==> config.mk <==
export PLATFORM = sky130hd
export DESIGN_NAME = printable_run_extractor_unit
export DESIGN_NICKNAME = d
export VERILOG_FILES = /design/src/pre_pkg.sv /design/src/pre_ctrl.sv /design/src/pre_dpath.sv /design/src/printable_run_extractor_unit.sv
export SDC_FILE = /design/constraint.sdc
export NUM_CORES = 1
export LEC_CHECK = 0
export BUFFER_PORTS_ARGS = -buffer_cell sky130_fd_sc_hd__buf_4
export CAP_MARGIN = 5
export CORE_AREA = 3 3 295 297
export DETAILED_ROUTE_END_ITERATION = 10
export DIE_AREA = 0 0 298 300
export PLACE_DENSITY_LB_ADDON = 0.08
export RECOVER_POWER = 50
export SLEW_MARGIN = 10
export SYNTH_ARGS = -nofsm -noshare
export SYNTH_HDL_FRONTEND = slang
export SYNTH_HIERARCHICAL = 1
export SYNTH_SLANG_ARGS = --single-unit
==> constraint.sdc <==
create_clock -name clk -period 4.33 [get_ports clk]
set_clock_uncertainty 0.05 [all_clocks]
set_input_delay 0.866 -clock clk [delete_from_list [all_inputs] [get_ports clk]]
set_output_delay 0.866 -clock clk [all_outputs]
set_load 0.02 [all_outputs]
==> src/pre_pkg.sv <==
`timescale 1ns / 1ps
// ----------------------------------------------------------------------------
// Printable run extractor package
// Shared request types, control and status groups, and character constants.
// ----------------------------------------------------------------------------
package pre_pkg;

  localparam int CFG_W = 7;

  localparam logic [7:0] CHAR_TAB = 8'd9;
  localparam logic [7:0] CHAR_PRINT_LO = 8'd32;
  localparam logic [7:0] CHAR_PRINT_HI = 8'd126;
  localparam logic [6:0] CHAR_NEWLINE = 7'd10;
  localparam logic [CFG_W-1:0] MIN_LENGTH_RESET = 7'd4;

  typedef struct packed {
    logic [7:0] in_byte;
    logic       end_of_file;
  } in_item_t;

  typedef struct packed {
    logic [6:0] out_byte;
    logic       string_end;
    logic       last;
  } out_item_t;

  typedef struct packed {
    logic accept;
    logic flush_emit;
    logic tail_emit;
  } ctl_cmd_t;

  typedef struct packed {
    logic out_free;
    logic need_flush;
    logic flush_last;
  } dp_status_t;

endpackage

==> src/pre_ctrl.sv <==
`timescale 1ns / 1ps
// ----------------------------------------------------------------------------
// Printable run extractor controller
// Sequences request intake, replay of the buffered run prefix and the tail.
// ----------------------------------------------------------------------------
module pre_ctrl import pre_pkg::*; (
  input  logic       clk,
  input  logic       rst,
  input  logic       in_valid,
  output logic       in_stall,
  input  dp_status_t status,
  output ctl_cmd_t   cmd
);

  localparam logic [1:0] ST_IDLE  = 2'd0;
  localparam logic [1:0] ST_FLUSH = 2'd1;
  localparam logic [1:0] ST_TAIL  = 2'd2;

  logic [1:0] state;
  logic [1:0] state_next;

  assign in_stall = !((state == ST_IDLE) && status.out_free);

  always_comb begin
    state_next = state;
    cmd = '0;
    case (state)
      ST_IDLE: begin
        cmd.accept = in_valid && status.out_free;
        if (cmd.accept && status.need_flush) begin
          state_next = ST_FLUSH;
        end
      end
      ST_FLUSH: begin
        if (status.out_free) begin
          cmd.flush_emit = 1'b1;
          if (status.flush_last) begin
            state_next = ST_TAIL;
          end
        end
      end
      ST_TAIL: begin
        if (status.out_free) begin
          cmd.tail_emit = 1'b1;
          state_next = ST_IDLE;
        end
      end
      default: begin
        state_next = ST_IDLE;
      end
    endcase
  end

  always_ff @(posedge clk) begin
    if (rst) begin
      state <= ST_IDLE;
    end else begin
      state <= state_next;
    end
  end

endmodule

==> src/pre_dpath.sv <==
`timescale 1ns / 1ps
// ----------------------------------------------------------------------------
// Printable run extractor datapath
// Run counter, prefix buffer, configuration register and output register.
// ----------------------------------------------------------------------------
module pre_dpath import pre_pkg::*; #(
  parameter int MAX_MIN = 64
) (
  input  logic             clk,
  input  logic             rst,
  input  in_item_t         in_data,
  input  logic             cfg_valid,
  input  logic [CFG_W-1:0] cfg_data,
  input  logic             out_stall,
  output logic             out_valid,
  output out_item_t        out_data,
  input  ctl_cmd_t         cmd,
  output dp_status_t       status
);

  localparam int DEPTH = (MAX_MIN > 1) ? MAX_MIN - 1 : 1;
  localparam int AW = (DEPTH > 1) ? $clog2(DEPTH) : 1;
  localparam int CW = $clog2(MAX_MIN + 1);

  logic [CFG_W-1:0] min_length;
  logic [CW-1:0]    run_count;
  logic             reported;
  logic [CW-1:0]    flush_len;
  logic [AW-1:0]    flush_idx;
  logic [6:0]       tail_byte;
  logic             tail_end;

  logic [6:0] pending_bytes [DEPTH];
  logic [6:0] rd_data;

  logic [CFG_W-1:0] eff_min;
  logic [CFG_W-1:0] run7;
  logic             is_text;
  logic             reach;
  logic             emit_now;
  logic             wr_en;
  logic             rd_en;
  logic [AW-1:0]    rd_addr;
  logic             load;
  out_item_t        load_item;

  always_comb begin
    if (min_length == '0) begin
      eff_min = CFG_W'(1);
    end else if (min_length > CFG_W'(MAX_MIN)) begin
      eff_min = CFG_W'(MAX_MIN);
    end else begin
      eff_min = min_length;
    end
  end

  assign run7 = CFG_W'(run_count);
  assign is_text = !in_data.end_of_file && ((in_data.in_byte == CHAR_TAB) ||
                   ((in_data.in_byte >= CHAR_PRINT_LO) && (in_data.in_byte <= CHAR_PRINT_HI)));
  assign reach = ({1'b0, run7} + 8'd1) >= {1'b0, eff_min};

  always_comb begin
    status.out_free = !out_valid || !out_stall;
    if (is_text) begin
      status.need_flush = !reported && reach && (run_count != '0);
    end else begin
      status.need_flush = !reported && (run7 >= eff_min);
    end
    status.flush_last = (CW'(flush_idx) + CW'(1)) == flush_len;
  end

  always_comb begin
    emit_now = 1'b0;
    load_item = '0;
    if (is_text) begin
      emit_now = reported || (reach && (run_count == '0));
      load_item = '{out_byte: in_data.in_byte[6:0], string_end: 1'b0, last: 1'b1};
    end else begin
      emit_now = reported;
      load_item = '{out_byte: CHAR_NEWLINE, string_end: 1'b1, last: 1'b1};
    end
    if (cmd.flush_emit) begin
      load_item = '{out_byte: rd_data, string_end: 1'b0, last: 1'b0};
    end else if (cmd.tail_emit) begin
      load_item = '{out_byte: tail_byte, string_end: tail_end, last: 1'b1};
    end
  end

  assign load = (cmd.accept && emit_now && !status.need_flush) || cmd.flush_emit ||
                cmd.tail_emit;
  assign wr_en = cmd.accept && is_text && !reported && !reach;
  assign rd_en = (cmd.accept && status.need_flush) ||
                 (cmd.flush_emit && !status.flush_last);
  assign rd_addr = cmd.flush_emit ? flush_idx + AW'(1) : '0;

  always_ff @(posedge clk) begin
    if (wr_en) begin
      pending_bytes[run_count[AW-1:0]] <= in_data.in_byte[6:0];
    end
    if (rd_en) begin
      rd_data <= pending_bytes[rd_addr];
    end
  end

  always_ff @(posedge clk) begin
    if (rst) begin
      min_length <= MIN_LENGTH_RESET;
      run_count <= '0;
      reported <= 1'b0;
      out_valid <= 1'b0;
    end else begin
      if (cfg_valid) begin
        min_length <= cfg_data;
      end
      if (load) begin
        out_valid <= 1'b1;
      end else if (!out_stall) begin
        out_valid <= 1'b0;
      end
      if (cmd.accept) begin
        if (is_text) begin
          if (reach) begin
            reported <= 1'b1;
          end
          if (run_count < CW'(MAX_MIN)) begin
            run_count <= run_count + CW'(1);
          end
        end else begin
          run_count <= '0;
          reported <= 1'b0;
        end
      end
    end
  end

  always_ff @(posedge clk) begin
    if (load) begin
      out_data <= load_item;
    end
    if (cmd.accept && status.need_flush) begin
      flush_len <= run_count;
      flush_idx <= '0;
      tail_byte <= is_text ? in_data.in_byte[6:0] : CHAR_NEWLINE;
      tail_end <= !is_text;
    end else if (cmd.flush_emit) begin
      flush_idx <= flush_idx + AW'(1);
    end
  end

endmodule

==> src/printable_run_extractor_unit.sv <==
`timescale 1ns / 1ps
// A byte passed straight through is in the output register the cycle after it is taken.
// Throughput: one byte per cycle for text or prefix storage while the output is free.
// A request that replays a buffered prefix of n bytes stalls the input through FLUSH,
// which emits the n bytes, and TAIL, which emits its own byte or a newline, as set by
// the one read port of the prefix buffer and the single output register.
// Reset is synchronous: it clears the run, the output valid flag and sets min_length to 4.
// ----------------------------------------------------------------------------
// Printable run extractor
// Finds text-byte runs and reports those at least min_length (max MAX_MIN) long.
// ----------------------------------------------------------------------------
module printable_run_extractor_unit import pre_pkg::*; #(
  parameter int MAX_MIN = 64
) (
  input  logic             clk,
  input  logic             rst,
  input  logic             in_valid,
  output logic             in_stall,
  input  in_item_t         in_data,
  output logic             out_valid,
  input  logic             out_stall,
  output out_item_t        out_data,
  input  logic             cfg_valid,
  output logic             cfg_ready,
  input  logic [CFG_W-1:0] cfg_data
);

  ctl_cmd_t   cmd;
  dp_status_t status;

  assign cfg_ready = 1'b1;

  pre_ctrl u_ctrl (
    .clk      (clk),
    .rst      (rst),
    .in_valid (in_valid),
    .in_stall (in_stall),
    .status   (status),
    .cmd      (cmd)
  );

  pre_dpath #(
    .MAX_MIN (MAX_MIN)
  ) u_dpath (
    .clk       (clk),
    .rst       (rst),
    .in_data   (in_data),
    .cfg_valid (cfg_valid && cfg_ready),
    .cfg_data  (cfg_data),
    .out_stall (out_stall),
    .out_valid (out_valid),
    .out_data  (out_data),
    .cmd       (cmd),
    .status    (status)
  );

endmodule
==> results of run 1 <==
critical path, stage by stage, from the launching register on:
cell and delay (ns):
dfxtp_1 0.33, clkbuf_1 0.51, nand2_1 0.25, nor2_1 0.23
xor2_1 0.17, ha_1 0.26, a211o_1 0.27, a41o_2 0.31
nor2_8 0.27, nand2_1 0.08, buf_4 0.23, nor2_1 0.68
cell families (layout without fill, tap and decap cells):
logic type	Yosys count	in the layout	share of synthesized area, %
xor gates and xnor gates	22	22	1.074
DFF	496	496	69.51
and+or+nand+nor	418	418	9.721
buffers and inverters	109	279	2.564
muxes	98	98	6.208
AOI/OAI and AO/OA	309	309	9.840
adders and majority gates	18	18	1.068
other	1	1	0.01779
sequential cells by signal, summed over array words and instances (netlist names):
name / flops
u_dpath/pending_bytes: 441
u_dpath/out_data: 9
u_dpath/flush_len: 7
u_dpath/min_length: 7
u_dpath/rd_data: 7
u_dpath/run7: 7
u_dpath/tail_byte: 7
u_dpath/flush_idx: 6
u_ctrl/state: 2
u_dpath/out_valid: 1
u_dpath/reported: 1
u_dpath/tail_end: 1
per-layer routing:
layer / vias up / global-route usage (%)
li1: 5920 / -
met1: 6747 / 21.95
met2: 311 / 25.77
met3: 120 / 2.831
met4: 4 / 5.280
met5: - / 0
layout make-up:
cell class                      count  area, um2  area share (%)
Sequential cell                   496      14660           58.34
Multi-Input combinational cell    866       5922           23.57
Clock buffer                       71       1521           6.055
Tap cell                         1144       1431           5.697
Timing Repair Buffer              157       1102           4.387
Clock inverter                     37      437.9           1.743
Inverter                           14      52.55          0.2092
synthesized netlist by cell type (all sizes together), types with 25 or more instances:
cell      n
nand2   158
a31oi    29
o21ai    52
a21oi    67
buf      62
clkbuf   33
nor2    112
nand3    41
a211oi   44
nor2b    25
edfxtp  472
mux2i    53
o22ai    28
path summary, 6_finish.rpt:
kind | slack [ns] | to | startpoint
worst max register to register | 0.30 | u_dpath/pending_bytes[31][1] | u_dpath/run7[4]
worst min register to register | 0.47 | u_ctrl/state[0] | u_ctrl/state[1]
worst min-delay path | 0.40 | u_dpath/min_length[2] | cfg_data[2]
worst max-delay path | 0.30 | u_dpath/pending_bytes[31][1] | u_dpath/run7[4]
per-stage QoR:
| stage | setup slack (ns) | instance area [um2] |
|---|---|---|
| floorplan | 0.9669 | 21080 |
| global placement | 0.3712 | 23300 |
| detailed placement | 0.4164 | 23310 |
| CTS | 0.3967 | 25270 |
| global route | 0.1200 | 25130 |
| finish | 0.2992 | 25130 |
power by group:
part | internal, mW | leakage (nW) | switching [mW]
Combinational | 0.820 | 2.62 | 1.60
Clock | 3.08 | 0.936 | 2.00
Sequential | 5.31 | 4.44 | 0.0483
Total | 9.21 | 8.00 | 3.65
==> run metrics, run 1 <==
Worst Tran Pin Value=2.352 ns; worst hold slack=0.4030 ns; CTS sink count=496; violated checks=capacitance limit, slew limit; synth unique cells=86; DRT Wirelength=72670 um; initial drt markers=1092; status=finished, violations left; register area share after synthesis=69.51%; final core occ=29.60%; Ports=33; Final Power=12.86 mW; placeable core region=84880 um2; fin nets=1631; Netlist Area Pre-Place=21080 um2; cell leakage power=8.002 nW; non-filler cells, final=2785; synthesized netlist cell count=1471; post-cts hold buffer count=0; Critical Path RT=4.53 ns; Fillers=8634; path depth of the worst reg2reg path=11; CP arrival=4.23 ns; FP Rows=107; Final Hold Fails=0; worst hold path class=input pin to flop; CP Launch Type=flop; gpl congestion=0.8207; most frequent cells in the layout=edfxtp_1, nand2_1, buf_4, nor2_1, a21oi_1; Worst-path clk slew=0.06 ns; ant diodes=0; Post-synth EDFFs=472; routed length on met1=32970 um; width of the die=298 um; unrepaired setup endpoints after global routing=false; Die ar.=89400 um2; WHS Path Cells=2; Initial Util=24.84%; gr usage total=16.03%; Async SR Flop Fraction=0%; area leader, netlist=edfxtp_1; H-tree levels=2; relative slew slack=-56.78%; post-synth top area share=67.23%; via count=13100; number of buffers created by CTS=57; vias in the first global route=13410; ratio of cells with drive above 1 in the final layout=17.98%; fin crit share=93.09%; CP Class=flop to flop; clk root buf=clkbuf_16; average wire per standard cell=26.09 um; met3 WL=3482 um; post-route ant nets=0; most common cell after layout, fill and taps aside=edfxtp_1; global route total overflow=0; Power Density=511.8 nW/um2; Max Cap Viol=7; placed insts=2677; Detail Route met2 WL=33890 um; HPWL after detailed placement=48460 um; setup violators final=0; setup bufs post-CTS=0; Die Y=300 um; syn_area_per_cell=14.33 um2; crit end category=flop; dominant synthesized flop cell=edfxtp_1; setup TNS=0 ns; FF+latch count, synth=496; clock latency on the worst-skew pair=0.62 ns; antenna violations before repair=8; Min Clock Period, post-route=4.031 ns; worst-path maximum fanout=12; Post-CTS Resized=0; CTS tree=built; max-slew violations=214; 1st-pass router iterations=5; VDD IR-drop max=0.3063 mV; Max Fclk=248.1 MHz; first-pass GRT wire length=103000 um; number of I/O port buffers=31; Top Layer Used=met5; Yosys warnings=6; synth top area cells=edfxtp_1, nand2_1, mux2i_1; average via count per standard cell=4.704; Max clock buf depth=3; Area Overhead vs Synth=19.17%; Syn Nets=1510; DRC Markers=0; largest net degree at the start of global routing=53
Note: power is estimated with default switching activity, not from simulation.
==> inputs of run 2 (changes only) <==
--- a/config.mk
+++ b/config.mk
@@ -7,13 +7,12 @@
 export LEC_CHECK = 0
 export BUFFER_PORTS_ARGS = -buffer_cell sky130_fd_sc_hd__buf_4
 export CAP_MARGIN = 5
-export CORE_AREA = 3 3 295 297
+export CORE_AREA = 3 3 293 295
 export DETAILED_ROUTE_END_ITERATION = 10
-export DIE_AREA = 0 0 298 300
+export DIE_AREA = 0 0 296 298
 export PLACE_DENSITY_LB_ADDON = 0.08
 export RECOVER_POWER = 50
 export SLEW_MARGIN = 10
 export SYNTH_ARGS = -nofsm -noshare
 export SYNTH_HDL_FRONTEND = slang
-export SYNTH_HIERARCHICAL = 1
 export SYNTH_SLANG_ARGS = --single-unit
==> run metrics, run 2 <==
antenna violations before repair=7 (-1); Fillers=8319 (-3.6%); post-cts hold buffer count=0 (unchanged); unrepaired setup endpoints after global routing=false; most frequent cells in the layout=edfxtp_1, nor2_1, buf_4, nand2_1, a21oi_1; area leader, netlist=edfxtp_1; min-delay src=cfg_data[2]; compound-gate portion of the synthesized area=9.946% (+0.11 points); Async SR Flop Fraction=0% (unchanged); worst-path maximum fanout=13 (+1); Final Power=12.85 mW (-0.10%); CP arrival=4.16 ns (-0.07 ns); Area Overhead vs Synth=19.48%; syn_area_per_cell=14.23 um2 (-0.71%); dominant synthesized flop cell=edfxtp_1; gpl congestion=0.7718 (-6.0%); violated checks=capacitance limit, slew limit; gr usage total=17.11% (+1.1 points); number of I/O port buffers=31 (unchanged); Power Density=516.1 nW/um2 (+0.84%); post-synth top area share=68.04% (+0.81 points); setup TNS=0 ns (unchanged); Max Cap Viol=7 (unchanged); average via count per standard cell=4.887 (+3.9%); placeable core region=83420 um2 (-1.7%); vias in the first global route=13580 (+1.3%); first-pass GRT wire length=107400 um (+4.3%); Initial Util=24.97% (+0.13 points); ratio of cells with drive above 1 in the final layout=17.66% (-0.31 points); CTS tree=built; setup violators final=0 (unchanged); Post-CTS Resized=0 (unchanged); Die Y=298 um (-0.67%); Netlist Area Pre-Place=20830 um2 (-1.2%); FF+latch count, synth=496 (unchanged); count leader, synth=edfxtp_1; max FFs per register=441 (unchanged); Crit. Startpoint=u_dpath.run7[4]; synth top area cells=edfxtp_1, mux2i_1, nor2_1; mux cell area share after synthesis=6.132% (-0.076 points); post-route ant nets=0 (unchanged); CP Class=flop to flop; synthesized netlist cell count=1464 (-0.48%); DRT Wirelength=75980 um (+4.5%); via count=13360 (+2.0%); relative slew slack=-62.05% (-5.3 points); Min Clock Period, post-route=3.895 ns (-0.1358 ns); FP Rows=106 (-0.93%); Final Hold Fails=0 (unchanged); Post-Synth Adder-Cell Area=1.081% (+0.013 points); register area share after synthesis=70.34% (+0.83 points); clock latency on the worst-skew pair=0.62 ns (about the same); fin nets=1647 (+0.98%); crit end category=flop; synth unique cells=73 (-15%); Yosys warnings=0 (-6); largest family of logic cells by synthesized area=compound AO/OA/AOI/OAI gates; RR Startpoint=u_dpath.run7[4]; path depth of the worst reg2reg path=12 (+1); Syn Nets=1503 (-0.46%); average wire per standard cell=27.79 um (+6.5%); Synth Area in XOR/XNOR=0.9730% (-0.10 points); H-tree levels=2 (unchanged); Worst Tran Pin Value=2.431 ns (+0.07906 ns); WHS Path Cells=2 (unchanged); Max Fclk=256.7 MHz (+3.5%); worst hold path class=input pin to flop; initial drt markers=1112 (+1.8%); largest net degree at the start of global routing=66 (+25%); VDD IR-drop max=0.2746 mV (-10%); 1st-pass router iterations=5 (unchanged); CTS sink count=496 (unchanged); width of the die=296 um (-0.67%); Ports=33 (unchanged); Worst-path clk slew=0.06 ns (about the same); Post-synth EDFFs=472 (unchanged); global route total overflow=0 (unchanged); HPWL after detailed placement=49610 um (+2.4%); fin crit share=89.95% (-3.1 points); Max clock buf depth=3 (unchanged); setup bufs post-CTS=0 (unchanged); Critical Path RT=4.60 ns (+0.07 ns); cell leakage power=8.157 nW (+1.9%); DRC Markers=0 (unchanged); max-slew violations=320 (+50%); most common cell after layout, fill and taps aside=edfxtp_1; status=finished, violations left; Die ar.=88210 um2 (-1.3%); Post-Synth Simple-Gate Area=9.201% (-0.52 points); clk root buf=clkbuf_16; CP Launch Type=flop; number of buffers created by CTS=58 (+1.8%); synth cell count leaders=edfxtp_1, nor2_1, nand2_1
-- run 2: cell count changes after synthesis, moves of 13 or more --
cell,previous run,this run
nor2_1,110,155
a211oi_1,41,11
nand2_1,157,128
nor2b_1,25,6
o221ai_1,14,30
o21ai_0,50,37
-- run 2: logic make-up (layout without fill, tap and decap cells) --
kind of cell,count (synthesis),count (layout)
buf+inv,108,297
compound gates,294,294
xor+xnor,21,21
mux,99,99
other cells,1,2
flops,496,496
fa+ha+maj,18,18
simple gates,427,427
-- run 2: layout make-up --
cell class / instances / area, um2 / area share, %
clock inverter: 33 / 207.7 / 0.8345
tap: 1080 / 1351 / 5.429
clock buffer: 72 / 1525 / 6.128
sequential: 496 / 14660 / 58.89
multi-input combinational: 860 / 5752 / 23.11
timing repair buffer: 180 / 1349 / 5.419
antenna: 1 / 2.502 / 0.01005
inverter: 12 / 45.04 / 0.1810
-- run 2: report_power, final --
group	switching [mW]	leakage, nW	total, mW	internal, mW
Sequential	0.0619	4.44	5.37	5.30
Clock	1.98	0.858	4.57	2.59
Combinational	2.02	2.86	2.91	0.894
-- run 2: path summary, 6_finish.rpt --
path,end,slack [ns]
worst min register to register,u_dpath.min_length[0],0.46
worst max register to register,u_dpath.pending_bytes[11][1],0.44
worst max-delay path,u_dpath.pending_bytes[11][1],0.44
worst min-delay path,u_dpath.min_length[2],0.41
-- run 2: critical path, stage by stage (launching register included) --
cell and delay (ns):
dfxtp_1 0.32, clkbuf_1 0.64, nand2_1 0.12, nor2_1 0.20, xnor2_1 0.15, ha_1 0.27
a211oi_1 0.20, o21ai_0 0.29, nor3_1 0.44, nand2_1 0.28, buf_4 0.29, nor2_1 0.13
buf_4 0.20
-- run 2: per-layer routing --
metal	up-vias	routed length, um	GRT usage (%)
met5	-	87	0.6098
li1	5995	-	-
met2	355	34010	26.00
met3	103	4107	3.526
met1	6904	35250	24.26
met4	4	2521	5.694
-- run 2: through the flow --
step           instance area [um2]  worst slack (ns)  cells  util [%]  hold slack (ns)
6_report                     24890            0.4350   2734     29.84           0.4061
5_1_grt                      24890           0.06515   2733     29.83           0.4045
4_1_cts                      25020            0.4485   2733     29.99           0.3826
3_5_place_dp                 23290            0.4341   2628     27.92           0.4565
3_3_place_gp                 23290            0.3063   2628     27.92           0.4586
2_1_floorplan                20830            0.6234   1464         -           0.3985
